[config.mk]
export PLATFORM = sky130hd
export DESIGN_NAME = stepper_command_sequencer
export DESIGN_NICKNAME = d
export VERILOG_FILES = /design/src/hdl/scs_pkg.sv /design/src/hdl/stepper_command_sequencer.sv
export SDC_FILE = /design/constraint.sdc
export NUM_CORES = 1
export LEC_CHECK = 0
export ABC_CLOCK_PERIOD_IN_PS = 6020
export BUFFER_PORTS_ARGS = -buffer_cell sky130_fd_sc_hd__buf_2
export CORE_MARGIN = 1
export CORE_UTILIZATION = 61
export CTS_CLUSTER_DIAMETER = 120
export CTS_CLUSTER_SIZE = 14
export DETAILED_ROUTE_END_ITERATION = 6
export GPL_TIMING_DRIVEN = 0
export PLACE_DENSITY = 0.85
export SYNTH_ARGS = -nofsm -noshare
export SYNTH_HDL_FRONTEND = slang
export SYNTH_SLANG_ARGS = --single-unit
[constraint.sdc]
create_clock -name clk -period 6.02 [get_ports clk]
set_input_delay 0.301 -clock clk [delete_from_list [all_inputs] [get_ports clk]]
set_output_delay 0.301 -clock clk [all_outputs]
set_load 0.02 [all_outputs]
[src/hdl/scs_pkg.sv]
// ============================================================================
// Stepper command sequencer package
// Shared constants, codes and the queue entry type of the stepper command
// sequencer.
// ============================================================================
`default_nettype none

package scs_pkg;

    // Default sizes
    localparam int DEF_QUEUE_DEPTH  = 8;
    localparam int DEF_NUM_STEPPERS = 4;
    localparam int MAX_STEPPERS     = 8;
    localparam int BUSY_BITS        = 4;

    // Period arithmetic
    localparam int          PERIOD_NUMERATOR = 10000;
    localparam int          NUM_W            = $clog2(PERIOD_NUMERATOR + 1);
    localparam logic [15:0] PERIOD_SAT       = 16'hFFFF;

    // Command byte mode codes (high nibble)
    localparam logic [7:0] DIR_REV_CODE = 8'h10;
    localparam logic [7:0] DIR_FWD_CODE = 8'h20;
    localparam logic [7:0] STOP_CODE    = 8'(3 << 4);

    // Item actions
    localparam logic [1:0] ACT_ENQUEUE = 2'd0;
    localparam logic [1:0] ACT_TICK    = 2'd1;
    localparam logic [1:0] ACT_STOP    = 2'd2;

    // Sequencer modes
    localparam logic [2:0] MODE_IDLE        = 3'd0;
    localparam logic [2:0] MODE_SET_CURRENT = 3'd1;
    localparam logic [2:0] MODE_ISSUE       = 3'd2;
    localparam logic [2:0] MODE_CLEAR       = 3'd3;
    localparam logic [2:0] MODE_MONITOR     = 3'd4;
    localparam logic [2:0] MODE_STOP        = 3'd5;

    // One queued stepper command
    typedef struct packed {
        logic [1:0]  motor;
        logic [15:0] speed;
        logic [15:0] steps;
    } fifo_entry_t;

endpackage

`default_nettype wire

[src/hdl/stepper_command_sequencer.sv]
// ============================================================================
// Stepper command sequencer
// Queues stepper commands and steps a small command sequencer on each tick,
// issuing command byte, period word and step magnitude registers.
// ============================================================================
//
// Usage:
//   Items enter through start/busy: an item is taken at a clock edge with
//   start high and busy low. Fields action, motor_select, motor_speed,
//   motor_steps and busy_status travel with it.
//   Each item produces one result, shown for a single cycle while done is
//   high. The receiver cannot stall; the result ports hold register values.
//   The drive current register is written over cfg_valid/cfg_ready/cfg_data;
//   cfg_ready is always high and writes are expected only while idle.
// Sequencing:
//   Enqueue, stop and most ticks pass through the EXEC and DONE states after
//   accept, and busy drops the cycle after done. A tick that issues a command
//   with nonzero speed runs the shared restoring divider in the DIV state,
//   between EXEC and DONE (one quotient bit per cycle). The next item can be
//   taken the cycle after done.
// Reset:
//   rst_n clears the queue pointers and count, the sequencer mode, the
//   monitor mask and all output registers. Queue storage is not cleared;
//   no clearing pass is needed.
//
`default_nettype none

module stepper_command_sequencer
#(
    parameter int QUEUE_DEPTH  = scs_pkg::DEF_QUEUE_DEPTH,
    parameter int NUM_STEPPERS = scs_pkg::DEF_NUM_STEPPERS
)
(
    input  wire logic               clk,
    input  wire logic               rst_n,
    // command channel
    input  wire logic               start,
    output logic                    busy,
    input  wire logic [1:0]         action,
    input  wire logic [1:0]         motor_select,
    input  wire logic [15:0]        motor_speed,
    input  wire logic signed [15:0] motor_steps,
    input  wire logic [3:0]         busy_status,
    // result channel
    output logic                    done,
    output logic                    accepted,
    output logic [7:0]              command_byte,
    output logic [15:0]             period_word,
    output logic [15:0]             step_count,
    output logic [7:0]              current_value,
    output logic [3:0]              ack_mask,
    output logic                    sequencer_busy,
    // configuration channel
    input  wire logic               cfg_valid,
    output logic                    cfg_ready,
    input  wire logic [7:0]         cfg_data
);

    import scs_pkg::*;

    localparam int PTR_W  = $clog2(QUEUE_DEPTH);
    localparam int CNT_W  = $clog2(QUEUE_DEPTH + 1);
    localparam int BITC_W = $clog2(NUM_W);

    // Control sequencer states
    localparam logic [1:0] ST_IDLE = 2'd0;
    localparam logic [1:0] ST_EXEC = 2'd1;
    localparam logic [1:0] ST_DIV  = 2'd2;
    localparam logic [1:0] ST_DONE = 2'd3;

    // Control state
    logic [1:0]              state_reg,   state_next;
    logic [2:0]              mode_reg,    mode_next;
    logic [PTR_W-1:0]        wr_ptr_reg,  wr_ptr_next;
    logic [PTR_W-1:0]        rd_ptr_reg,  rd_ptr_next;
    logic [CNT_W-1:0]        count_reg,   count_next;
    logic [NUM_STEPPERS-1:0] mask_reg,    mask_next;
    logic [BITC_W-1:0]       bitc_reg,    bitc_next;

    // Output registers
    logic [7:0]              cmd_reg,     cmd_next;
    logic [15:0]             period_reg,  period_next;
    logic [15:0]             steps_reg,   steps_next;
    logic [7:0]              cur_reg,     cur_next;
    logic [7:0]              pwm_reg;
    logic                    acc_reg,     acc_next;
    logic [3:0]              ack_reg,     ack_next;

    // Latched item
    logic [1:0]              act_reg,     act_next;
    fifo_entry_t             item_reg,    item_next;
    logic [3:0]              bsy_reg,     bsy_next;

    // Divider datapath
    logic [15:0]             rem_reg,     rem_next;
    logic [NUM_W-1:0]        quo_reg,     quo_next;
    logic [15:0]             dvs_reg,     dvs_next;

    // Queue storage
    fifo_entry_t             fifo_mem [QUEUE_DEPTH];
    fifo_entry_t             rd_data_reg;
    logic                    fifo_we;

    // Combinational helpers
    logic [16:0]             trial;
    logic [16:0]             diff;
    logic                    ge;
    logic                    do_issue;
    logic                    found;
    logic [MAX_STEPPERS-1:0] mask_ext;
    logic [MAX_STEPPERS-1:0] busy_ext;
    logic [MAX_STEPPERS-1:0] mask_work;

    // Port drive
    assign busy           = (state_reg != ST_IDLE);
    assign done           = (state_reg == ST_DONE);
    assign accepted       = acc_reg;
    assign command_byte   = cmd_reg;
    assign period_word    = period_reg;
    assign step_count     = steps_reg;
    assign current_value  = cur_reg;
    assign ack_mask       = ack_reg;
    assign sequencer_busy = (mode_reg != MODE_IDLE);
    assign cfg_ready      = 1'b1;

    // One restoring divide step
    assign trial = {rem_reg, quo_reg[NUM_W-1]};
    assign diff  = trial - {1'b0, dvs_reg};
    assign ge    = (trial >= {1'b0, dvs_reg});

    // Widen mask and busy bits; busy bits beyond the status field read as idle
    assign mask_ext = MAX_STEPPERS'(mask_reg);
    assign busy_ext = MAX_STEPPERS'(bsy_reg);

    // Next-state logic
    always_comb
    begin
        state_next  = state_reg;
        mode_next   = mode_reg;
        wr_ptr_next = wr_ptr_reg;
        rd_ptr_next = rd_ptr_reg;
        count_next  = count_reg;
        mask_next   = mask_reg;
        bitc_next   = bitc_reg;
        cmd_next    = cmd_reg;
        period_next = period_reg;
        steps_next  = steps_reg;
        cur_next    = cur_reg;
        acc_next    = acc_reg;
        ack_next    = ack_reg;
        act_next    = act_reg;
        item_next   = item_reg;
        bsy_next    = bsy_reg;
        rem_next    = rem_reg;
        quo_next    = quo_reg;
        dvs_next    = dvs_reg;
        fifo_we     = 1'b0;
        do_issue    = 1'b0;
        found       = 1'b0;
        mask_work   = mask_ext;

        unique case (state_reg)
            ST_IDLE:
            begin
                // capture the item on transfer
                if (start)
                begin
                    act_next        = action;
                    item_next.motor = motor_select;
                    item_next.speed = motor_speed;
                    item_next.steps = $unsigned(motor_steps);
                    bsy_next        = busy_status;
                    state_next      = ST_EXEC;
                end
            end

            ST_EXEC:
            begin
                acc_next   = 1'b0;
                ack_next   = '0;
                state_next = ST_DONE;
                case (act_reg)
                    ACT_ENQUEUE:
                    begin
                        // push unless full
                        if (count_reg < CNT_W'(QUEUE_DEPTH))
                        begin
                            fifo_we     = 1'b1;
                            wr_ptr_next = (wr_ptr_reg == PTR_W'(QUEUE_DEPTH - 1)) ?
                                          '0 : wr_ptr_reg + 1'b1;
                            count_next  = count_reg + 1'b1;
                            acc_next    = 1'b1;
                        end
                    end

                    ACT_TICK:
                    begin
                        unique case (mode_reg)
                            MODE_IDLE:
                            begin
                                if (count_reg != '0)
                                    mode_next = MODE_SET_CURRENT;
                            end
                            MODE_SET_CURRENT:
                            begin
                                if (cur_reg == pwm_reg)
                                begin
                                    do_issue  = 1'b1;
                                    mode_next = MODE_CLEAR;
                                end
                                else
                                begin
                                    cur_next  = pwm_reg;
                                    mode_next = MODE_ISSUE;
                                end
                            end
                            MODE_ISSUE:
                            begin
                                do_issue  = 1'b1;
                                mode_next = MODE_CLEAR;
                            end
                            MODE_CLEAR:
                            begin
                                cmd_next  = '0;
                                mode_next = (count_reg != '0) ? MODE_ISSUE : MODE_MONITOR;
                            end
                            MODE_MONITOR:
                            begin
                                // acknowledge steppers whose busy bit dropped
                                if (mask_reg == '0)
                                    mode_next = MODE_IDLE;
                                else
                                begin
                                    ack_next  = 4'(mask_ext & ~busy_ext);
                                    mask_next = NUM_STEPPERS'(mask_ext & busy_ext);
                                end
                            end
                            MODE_STOP:
                            begin
                                // stop the lowest monitored stepper
                                if (mask_reg == '0)
                                    mode_next = MODE_IDLE;
                                else
                                begin
                                    for (int i = 0; i < NUM_STEPPERS; i++)
                                    begin
                                        if (!found && mask_ext[i])
                                        begin
                                            found        = 1'b1;
                                            cmd_next     = 8'(i + 1) + STOP_CODE;
                                            mask_work[i] = 1'b0;
                                        end
                                    end
                                    mask_next = NUM_STEPPERS'(mask_work);
                                end
                            end
                            default:
                            begin
                                mode_next = MODE_IDLE;
                            end
                        endcase

                        // pop the head command and load the registers
                        if (do_issue && count_reg != '0)
                        begin
                            rd_ptr_next = (rd_ptr_reg == PTR_W'(QUEUE_DEPTH - 1)) ?
                                          '0 : rd_ptr_reg + 1'b1;
                            count_next  = count_reg - 1'b1;
                            if (rd_data_reg.steps[15])
                            begin
                                steps_next = ~rd_data_reg.steps + 16'd1;
                                cmd_next   = 8'(rd_data_reg.motor) + 8'd1 + DIR_REV_CODE;
                            end
                            else
                            begin
                                steps_next = rd_data_reg.steps;
                                cmd_next   = 8'(rd_data_reg.motor) + 8'd1 + DIR_FWD_CODE;
                            end
                            if (32'(rd_data_reg.motor) < NUM_STEPPERS)
                                mask_next = NUM_STEPPERS'(mask_ext |
                                            (MAX_STEPPERS'(1) << rd_data_reg.motor));
                            if (rd_data_reg.speed == '0)
                                period_next = PERIOD_SAT;
                            else
                            begin
                                rem_next   = '0;
                                quo_next   = NUM_W'(PERIOD_NUMERATOR);
                                dvs_next   = rd_data_reg.speed;
                                bitc_next  = BITC_W'(NUM_W - 1);
                                state_next = ST_DIV;
                            end
                        end
                    end

                    ACT_STOP:
                    begin
                        if (mode_reg != MODE_IDLE)
                            mode_next = MODE_STOP;
                    end

                    default:
                    begin
                    end
                endcase
            end

            ST_DIV:
            begin
                // shift in one quotient bit per cycle
                rem_next  = ge ? diff[15:0] : trial[15:0];
                quo_next  = {quo_reg[NUM_W-2:0], ge};
                bitc_next = bitc_reg - 1'b1;
                if (bitc_reg == '0)
                begin
                    period_next = 16'({quo_reg[NUM_W-2:0], ge});
                    state_next  = ST_DONE;
                end
            end

            ST_DONE:
            begin
                state_next = ST_IDLE;
            end

            default:
            begin
                state_next = ST_IDLE;
            end
        endcase
    end

    // Control and output registers
    always_ff @(posedge clk or negedge rst_n)
    begin
        if (!rst_n)
        begin
            state_reg  <= ST_IDLE;
            mode_reg   <= MODE_IDLE;
            wr_ptr_reg <= '0;
            rd_ptr_reg <= '0;
            count_reg  <= '0;
            mask_reg   <= '0;
            bitc_reg   <= '0;
            cmd_reg    <= '0;
            period_reg <= '0;
            steps_reg  <= '0;
            cur_reg    <= '0;
            pwm_reg    <= '0;
            acc_reg    <= 1'b0;
            ack_reg    <= '0;
            act_reg    <= ACT_ENQUEUE;
        end
        else
        begin
            state_reg  <= state_next;
            mode_reg   <= mode_next;
            wr_ptr_reg <= wr_ptr_next;
            rd_ptr_reg <= rd_ptr_next;
            count_reg  <= count_next;
            mask_reg   <= mask_next;
            bitc_reg   <= bitc_next;
            cmd_reg    <= cmd_next;
            period_reg <= period_next;
            steps_reg  <= steps_next;
            cur_reg    <= cur_next;
            acc_reg    <= acc_next;
            ack_reg    <= ack_next;
            act_reg    <= act_next;
            if (cfg_valid && cfg_ready)
                pwm_reg <= cfg_data;
        end
    end

    // Payload registers
    always_ff @(posedge clk)
    begin
        item_reg <= item_next;
        bsy_reg  <= bsy_next;
        rem_reg  <= rem_next;
        quo_reg  <= quo_next;
        dvs_reg  <= dvs_next;
    end

    // Queue memory: write on push, registered read of the head
    always_ff @(posedge clk)
    begin
        if (fifo_we)
            fifo_mem[wr_ptr_reg] <= item_reg;
        rd_data_reg <= fifo_mem[rd_ptr_reg];
    end

`ifndef NO_ASSERTIONS
    // Queue count stays within depth
    assert property (@(posedge clk) disable iff (!rst_n)
        count_reg <= CNT_W'(QUEUE_DEPTH))
        else $error("queue count beyond depth");

    // A taken enqueue only comes from an enqueue item
    assert property (@(posedge clk) disable iff (!rst_n)
        (done && accepted) |-> (act_reg == ACT_ENQUEUE))
        else $error("accepted flag on a non-enqueue item");

    // Acknowledges only come from a tick
    assert property (@(posedge clk) disable iff (!rst_n)
        (done && ack_mask != '0) |-> (act_reg == ACT_TICK))
        else $error("acknowledge on a non-tick item");

    // A transfer makes the block busy in the next cycle
    assert property (@(posedge clk) disable iff (!rst_n)
        (start && !busy) |=> (busy && !done))
        else $error("item transfer did not start work");
`endif

endmodule

`default_nettype wire
* After elaboration in Yosys (flattened, before gate mapping)
Memories as Yosys holds them, arrays and structs flattened. A register that Yosys moved wholly into a read port is not among the register bits.
Cells that the tools add are included.
** Operators by class
- Bitwise gates (word level) :: 7
- Order comparisons :: 2
- Equality and inequality tests :: 30
- Reductions and logical operators :: 37
- Mux-type cells :: 79
- Shift operators :: 1
- $add $sub $neg :: 10
** Operators with widths (count)
- $mux W16 :: 9
- $pmux W16 S2 :: 2
- $mux W8 :: 7
- $mux W4 :: 11
- $mux W14 :: 3
- $mux W1 :: 30
- $pmux W14 S2 :: 1
- $pmux W4 S2 :: 3
- $ne A3 B3 Y1 const B :: 7
- $reduce_and A5 Y1 :: 4
- $mux W3 :: 6
- $reduce_and A6 Y1 :: 3
- $ge A17 B16 Y1 :: 1
- $add A16 B1 Y16 const B :: 1
- $logic_not A16 Y1 :: 1
- $ne A2 B2 Y1 const B :: 8
- $not A16 Y16 :: 1
- $pmux W8 S2 :: 1
- $reduce_and A4 Y1 :: 4
- $sub A16 B16 Y16 :: 1
- $pmux W3 S5 :: 1
- $eq A3 B3 Y1 const B :: 4
- $reduce_bool A3 Y1 :: 3
- $add A8 B5 Y8 const B :: 1
- 32 further kinds :: 53
** Storage, ports and cells
- RAM bits :: 272
- Input port bits :: 52
- Memories :: 1
- Flip-flop bits (word level) :: 170
** Memories
- fifo_mem :: depth 8, bits a word 34, read ports 1, clocked after memory_dff 1, write ports 1, line stepper_command_sequencer.sv:100 : fifo_entry_t fifo_mem [QUEUE_DEPTH];

* Longest topological paths before layout
Gate-level depths: netlist (run 1).
- Word-level depth :: 25
- Depth in mapped cells :: 11

* Worst setup path before layout (run 1)
No wires, ideal clock.
- Kind :: reg-to-reg
- Start point :: register state_reg[1]
- End point :: memory fifo_mem[0][0] (netlist name), enable pin
- Clock period less this slack :: 5.079 ns
- Buffers on the path :: 1
- Slack :: 0.941 ns
- Stages on the path, launching flop included :: 6
- Data arrival time :: 4.568 ns
- Library setup time :: 0.511 ns
- Path through :: dfrtp_1 -> inv_1 -> ha_1 -> clkbuf_1 -> nand3_1 -> nor4_1
** On the way
- Longest elaborated chain between the ends :: 4
** RTL lines
- start: declaration :: line stepper_command_sequencer.sv:72 : logic [1:0] state_reg, state_next;
- start signal: assignment :: line stepper_command_sequencer.sv:355 : state_reg <= state_next;
- $eq A2 B1 Y1 :: line stepper_command_sequencer.sv:162 : unique case (state_reg)
- $mux W1 :: line stepper_command_sequencer.sv:162
- $mux W1 :: line stepper_command_sequencer.sv:387 : if (fifo_we)
- $mux W1 (not written as such) :: line stepper_command_sequencer.sv:388 : fifo_mem[wr_ptr_reg] <= item_reg;
- end: declaration :: line stepper_command_sequencer.sv:100
No other way between the ends.

* Worst setup path in the final report (run 1)
- Start point :: register state_reg[1]
- End point :: memory fifo_mem[0][25] (netlist name), enable pin
The elaborated chain is that of the path after synthesis.

==> results of run 1 <==
## synth_stat cells (all sizes together), types with 3 or more instances
cell / number / area share (%)
nand2: 54 / 1.1
nor2: 66 / 1.3
edfxtp: 356 / 57
or4: 3 / 0.12
o21ai: 34 / 0.90
clkbuf: 27 / 0.54
mux4: 68 / 8.1
mux2i: 12 / 0.64
xnor2: 13 / 0.60
o22ai: 3 / 0.099
nor4: 11 / 0.52
o31ai: 5 / 0.20
nor3: 14 / 0.40
a31oi: 6 / 0.20
nand4: 6 / 0.20
and2: 10 / 0.33
o32ai: 5 / 0.23
buf: 18 / 0.60
dfxtp: 34 / 3.6
dfrtp: 82 / 11
nand3: 10 / 0.27
or3: 5 / 0.17
nor2b: 4 / 0.13
a21oi: 48 / 1.3
ha: 36 / 2.4
nand3b: 3 / 0.12
nand2b: 12 / 0.40
o21a: 3 / 0.12
xor2: 22 / 1.0
o41ai: 3 / 0.22
mux2: 67 / 4.0
inv: 51 / 1.0
a21o: 8 / 0.32
a211oi: 6 / 0.24
## power by group
| group | switching (mW) | total, mW | internal, mW |
|---|---|---|---|
| registers | 0.395 | 4.52 | 4.12 |
| clock network | 1.12 | 2.40 | 1.28 |
| logic | 1.56 | 2.72 | 1.16 |
## worst paths after layout
path / from / to / slack (ns) / cells after the start
worst max-delay path: state_reg[1]$_DFFE_PN0P_ / fifo_mem[0][25]$_DFFE_PP_ / 2.42 / 7
worst min-delay path: action[1] / act_reg[1]$_DFFE_PN0P_ / 0.009 / 3
worst max register to register: state_reg[1]$_DFFE_PN0P_ / fifo_mem[0][25]$_DFFE_PP_ / 2.42 / 7
worst min register to register: rd_data_reg[25]$_DFF_P_ / dvs_reg[9]$_DFFE_PP_ / 0.44 / 0
max in group asynchronous: rst_n / step_count[15]$_DFFE_PN0P_ / 5.08 / 3
min in group asynchronous: rst_n / period_word[8]$_DFFE_PN0P_ / 0.31 / 2
## per-stage QoR
| step | total power [mW] | hold slack [ns] | setup slack [ns] | utilization [%] | instances |
|---|---|---|---|---|---|
| floorplan | 6.363 | 0.005409 | 0.9411 | - | 1129 |
| global placement | 7.020 | 0.4192 | -2.592 | 65.19 | 1628 |
| detailed placement | 7.203 | 0.3403 | 2.428 | 66.42 | 1653 |
| CTS | 9.649 | 0.0003205 | 2.415 | 71.80 | 1772 |
| global route | 10.07 | 0.008233 | 2.178 | 71.81 | 1772 |
| finish | 9.636 | 0.009274 | 2.415 | 71.81 | 1772 |
## logic make-up (layout without fill, tap and decap cells)
kind of cell / count (synthesis) / in the layout
compound gates: 136 / 136
xor+xnor: 35 / 35
fa+ha+maj: 38 / 38
buf+inv: 97 / 344
flops: 472 / 472
mux: 147 / 147
other cells: 2 / 4
simple gates: 200 / 200
## cells in the final DEF, fill, tap and decap left out, types with 22 or more instances in the layout
cell / count
mux4_2: 68
clkbuf_1: 56
buf_2: 112
dfxtp_1: 34
dfrtp_1: 82
nor2_1: 63
xor2_1: 22
ha_1: 36
o21ai_0: 32
edfxtp_1: 356
inv_1: 50
mux2_2: 66
dlygate4sd3_1: 47
nand2_1: 53
clkbuf_16: 39
a21oi_1: 48
## metal layers
layer	global-route usage, %	routed length [µm]	vias up
met5	0	0	-
met4	10.01	1333	0
met3	4.113	2779	107
met1	34.20	15600	5440
met2	43.95	20200	500
li1	-	-	4726
## area by class of cell
cell class,instances,area share (%)
sequential,472,61.27
multi-input combinational,560,23.26
timing repair buffer,175,5.997
clock buffer,68,4.951
tap,396,2.262
buffer,45,0.9823
inverter,52,0.8909
clock inverter,4,0.3883
## critical path, stage by stage, from the launching register on
cell      delay [ns]
dfrtp_1         0.42
inv_1           0.13
ha_1            0.30
clkbuf_1        0.47
nand3_1         0.47
nor4_2          0.93
buf_4           0.34
buf_4           0.22
## repair_timing
action,in CTS,in global routing
hold buffers,47,0
setup endpoints to repair,0,0
hold endpoints to repair,91,0
==> results_dict.tcl, run 1 <==
set metrics [dict create \
    worst-slew-pin-transition_ns 1.073 \
    rsz0062_at_grt "false" \
    clk_pin_slew_worst_paths_ns 0.07 \
    globalplace.congestion 0.9004 \
    synth-seq-area-share_pct 71.13 \
    slew_violations 0 \
    synth_adder_area_share_pct 2.599 \
    status "complete, no violations" \
    cts-buffers-inserted 39 \
    dieArea_um2 31640 \
    synth_area_um2 18870 \
    n_antenna_cell 0 \
    p_per_area_nw_per_um2 439.8 \
    grt_max_degree 47 \
    ys_types 59 \
    multi_input_area_um2 5096 \
    htreeDepth 2 \
    clkSinkCount 472 \
    wl_um 39910 \
    wl_per_cell_um 22.52 \
    die_h_um 177.9 \
    path_class "register to register" \
    drtIter0Drc 1064 \
    antenna_found_initial 0 \
    finalCritPeriodShare_pct 59.88 \
    fin_nets 1435 \
    drv_cap 0 \
    fp.dieW_um 177.9 \
    synth_compound_area_share_pct 4.529 \
    vias_per_cell 6.080 \
    yosysWarnings 0 \
    setup_violations 0 \
    num_vias 10770 \
    dp.final_hpwl_um 25540 \
    yosys.area_share.simple_pct 5.132 \
    synth-async-reset-ratio_pct 17.37 \
    largest_reg_flops 272 \
    postLayoutCellArea_um2 21910 \
    arrival_ns 3.85 \
    synth_mux_area_share_pct 12.77 \
    placed_cell_area_um2 20270 \
    clk-insertion-delay-late_ns 0.56 \
    hold_viol_final 0 \
    detail-route-antenna-nets 0 \
    synth_edf_count 356 \
    ys.flop_type "edfxtp_1" \
    synth_top_family_by_area "multiplexers" \
    syn_avg_cell_area_um2 16.74 \
    synthXorXnorAreaFrac_pct 1.624 \
    irDropWorstVdd_mv 0.2787 \
    rows 64 \
    maxSlewHeadroom_pct 27.84 \
    grt_overflow 0 \
    yosys_register_bits 472 \
    worst_setup_path_start_kind "register" \
    required_ns 6.27 \
    post_cts_buffers 0 \
    drc 0 \
    fin_skew_ns 0.02071 \
    boundaryPins 109 \
    area_growth_pct 16.10 \
    syn_inst 1127 \
    cts_resized 0 \
    grtUsageTotal_pct 26.05 \
    nFillCells 1784 \
    crit_path_max_fanout 10 \
    finalCriticalPeriod_ns 3.605 \
    max-clock-path-buffers 3 \
    min_path_type "input port to register" \
    seqCellArea_um2 13420 \
    grt_pass1_wl_um 61110 \
    fmax_mhz 277.4 \
    io_buffers 103 \
    end_kind "register" \
    leakagePower_nw 7.997 \
    initial_core_util_pct 61.85 \
    design.core.area_um2 30510 \
    grt_pass1_vias 10870 \
    final_layout_size_suffix_gt1_share_pct 24.78 \
    cts_root_buf "clkbuf_16" \
    finalSetupTns_ns 0 \
    first_pass_iters 5 \
    tritoncts "built" \
]
No activity file was read; power rests on OpenSTA's default activity.
==> run 2, diff against run 1 <==
ABC_CLOCK_PERIOD_IN_PS = 3500   (was 6020)
clock period = 3.5 ns   (was 6.02 ns; I/O delays follow)
==> run 2 against run 1 <==
Against the previous run:
- total power is 72% higher
- worst setup slack worse by 2.2 ns
- critical path depth is 1 higher
- clock skew is 0.0045 ns lower
- largest cell class unchanged
- first-iteration DRC count is 11% higher
- global-route usage is 0.36 points lower
- cell count is 0.11% lower
- sequential power is 73% higher
==> results_dict.tcl, run 2 (synthesis gave the netlist of run 1 again) <==
set metrics [dict create \
    p_total_mw 16.59 \
    clk-insertion-delay-late_ns 0.54 \
    htreeDepth 2 \
    n_antenna_cell 0 \
    p_per_area_nw_per_um2 755.5 \
    finalCriticalPeriod_ns 3.304 \
    wl_um 39000 \
    arrival_ns 3.54 \
    finalSetupTns_ns 0 \
    io_buffers 103 \
    fin_nets 1433 \
    clk_pin_slew_worst_paths_ns 0.07 \
    slew_violations 0 \
    area_growth_pct 16.33 \
    die_h_um 177.9 \
    worst_setup_path_start_kind "register" \
    initial_core_util_pct 61.85 \
    mostFrequentLayoutCells "edfxtp_1 (356), buf_2 (112), dfrtp_1 (82)" \
    fp.dieW_um 177.9 \
    max-clock-path-buffers 3 \
    grt_pass1_vias 10750 \
    fmax_mhz 302.6 \
    dieArea_um2 31640 \
    drtIter0Drc 1183 \
    first_pass_iters 5 \
    required_ns 3.74 \
    irDropWorstVdd_mv 0.4718 \
    tritoncts "built" \
    postLayoutCellArea_um2 21950 \
    pwr-share-comb_pct 28.0 \
    grt_pass1_wl_um 60610 \
    rsz0062_at_grt "false" \
    fin_hold_ws_ns 0.08293 \
    largest_reg_flops 272 \
    holdPathStages 5 \
    cts-buffers-inserted 39 \
    grtUsageTotal_pct 25.69 \
    num_vias 10690 \
    cp_top_family "buffers and inverters" \
    power_frac_seq_pct 47.0 \
    status "complete, no violations" \
    cts_root_buf "clkbuf_16" \
    grt_max_degree 43 \
    vias_per_cell 6.040 \
    drc 0 \
    wl_per_cell_um 22.03 \
    maxSlewHeadroom_pct 35.91 \
    slowest_delay_ns 0.62 \
    path_buf_inv 5 \
    design.core.area_um2 30510 \
    boundaryPins 109 \
    grt_overflow 0 \
    cp_common_cell "buf_6" \
    switching_share_pct 31.77 \
    clkSinkCount 472 \
    detail-route-antenna-nets 0 \
    hold_viol_final 0 \
    p_sw_mw 5.269 \
    finalCritPeriodShare_pct 94.41 \
    final_layout_size_suffix_gt1_share_pct 24.60 \
    worstRegToRegCells 8 \
    slowest_stage "nor3_4" \
    leakagePower_nw 8.000 \
    nFillCells 1724 \
    drv_cap 0 \
    crit_path_cell_trace "inv_1 -> ha_1 -> clkbuf_1 -> nand3_2 -> nor3_4 -> buf_6 -> buf_6 -> buf_6" \
    min_path_type "input port to register" \
    fin_skew_ns 0.01622 \
    antenna_found_initial 0 \
    setup_violations 0 \
    globalplace.congestion 0.8758 \
    dp.final_hpwl_um 24590 \
    rows 64 \
    internal_power_mw 11.32 \
    worst-slew-pin-transition_ns 0.9526 \
    layout_commonest_cell "edfxtp_1" \
    crit_path_max_fanout 10 \
    end_kind "register" \
    placed_cell_area_um2 20280 \
    clkPwrFrac_pct 25.0 \
    worstSetupPathDepth 8 \
    path_class "register to register" \
]
run 2: power groups by stage:
stage	clock (mW)	combinational, mW	sequential [mW]
after floorplan	0	3.04	7.90
after global placement	0	4.27	7.80
after detailed placement	0	4.53	7.87
after CTS	4.16	4.64	7.78
after global routing	4.38	5.08	7.88
final	4.14	4.65	7.80
run 2: final cells by class:
class                   count  area [µm²]  share of cell area (%)
repair buffers            173        1336                   6.087
well taps                 396       495.5                   2.257
multi-input cells         560        5122                   23.33
clock inverters             3       55.05                  0.2508
flip-flops and latches    472       13420                   61.15
inverters                  52       195.2                  0.8891
plain buffers              45       215.2                  0.9803
clock buffers              69        1110                   5.056
run 2: final timing paths:
path / start / endpoint / slack (ns)
setup / recovery: state_reg[1]$_DFFE_PN0P_ / fifo_mem[2][25]$_DFFE_PP_ / 0.20
hold / removal: start / state_reg[1]$_DFFE_PN0P_ / 0.08
setup reg to reg: state_reg[1]$_DFFE_PN0P_ / fifo_mem[2][25]$_DFFE_PP_ / 0.20
hold reg to reg: rd_data_reg[27]$_DFF_P_ / dvs_reg[11]$_DFFE_PP_ / 0.44
max in group asynchronous: rst_n / step_count[3]$_DFFE_PN0P_ / 2.71
min in group asynchronous: rst_n / period_word[10]$_DFFE_PN0P_ / 0.17
run 2: what timing repair did:
| item | in CTS | in global routing |
|---|---|---|
| hold buffers | 49 | 0 |
| endpoints found under the setup margin | 10 | 19 |
| buffers inserted | 0 | 0 |
| pin swaps | 0 | 0 |
| resized for setup | 1 | 1 |
| endpoints found under the hold margin | 89 | 0 |
run 2: worst reg2reg max path, cell delays in order, from the launching register on:
cell and delay, ns:
dfrtp_1 0.42, inv_1 0.13, ha_1 0.30, clkbuf_1 0.45
nand3_2 0.43, nor3_4 0.62, buf_6 0.26, buf_6 0.20
buf_6 0.20
run 2: through the flow:
stage / utilization (%) / setup slack, ns / cells
3_3_place_gp: 65.23 / -3.250 / 1628
4_1_cts: 71.93 / 0.1046 / 1770
3_5_place_dp: 66.48 / -0.03028 / 1649
5_1_grt: 71.95 / 0.06901 / 1770
2_1_floorplan: - / -0.6710 / 1129
6_report: 71.95 / 0.1956 / 1770
run 2: metal layers:
layer	global-route usage (%)	vias up	share of wire [%]
li1	-	4735	-
met1	35.14	5370	41
met2	42.49	488	50
met3	3.642	98	6.6
met4	9.081	0	3.1
met5	0	-	0
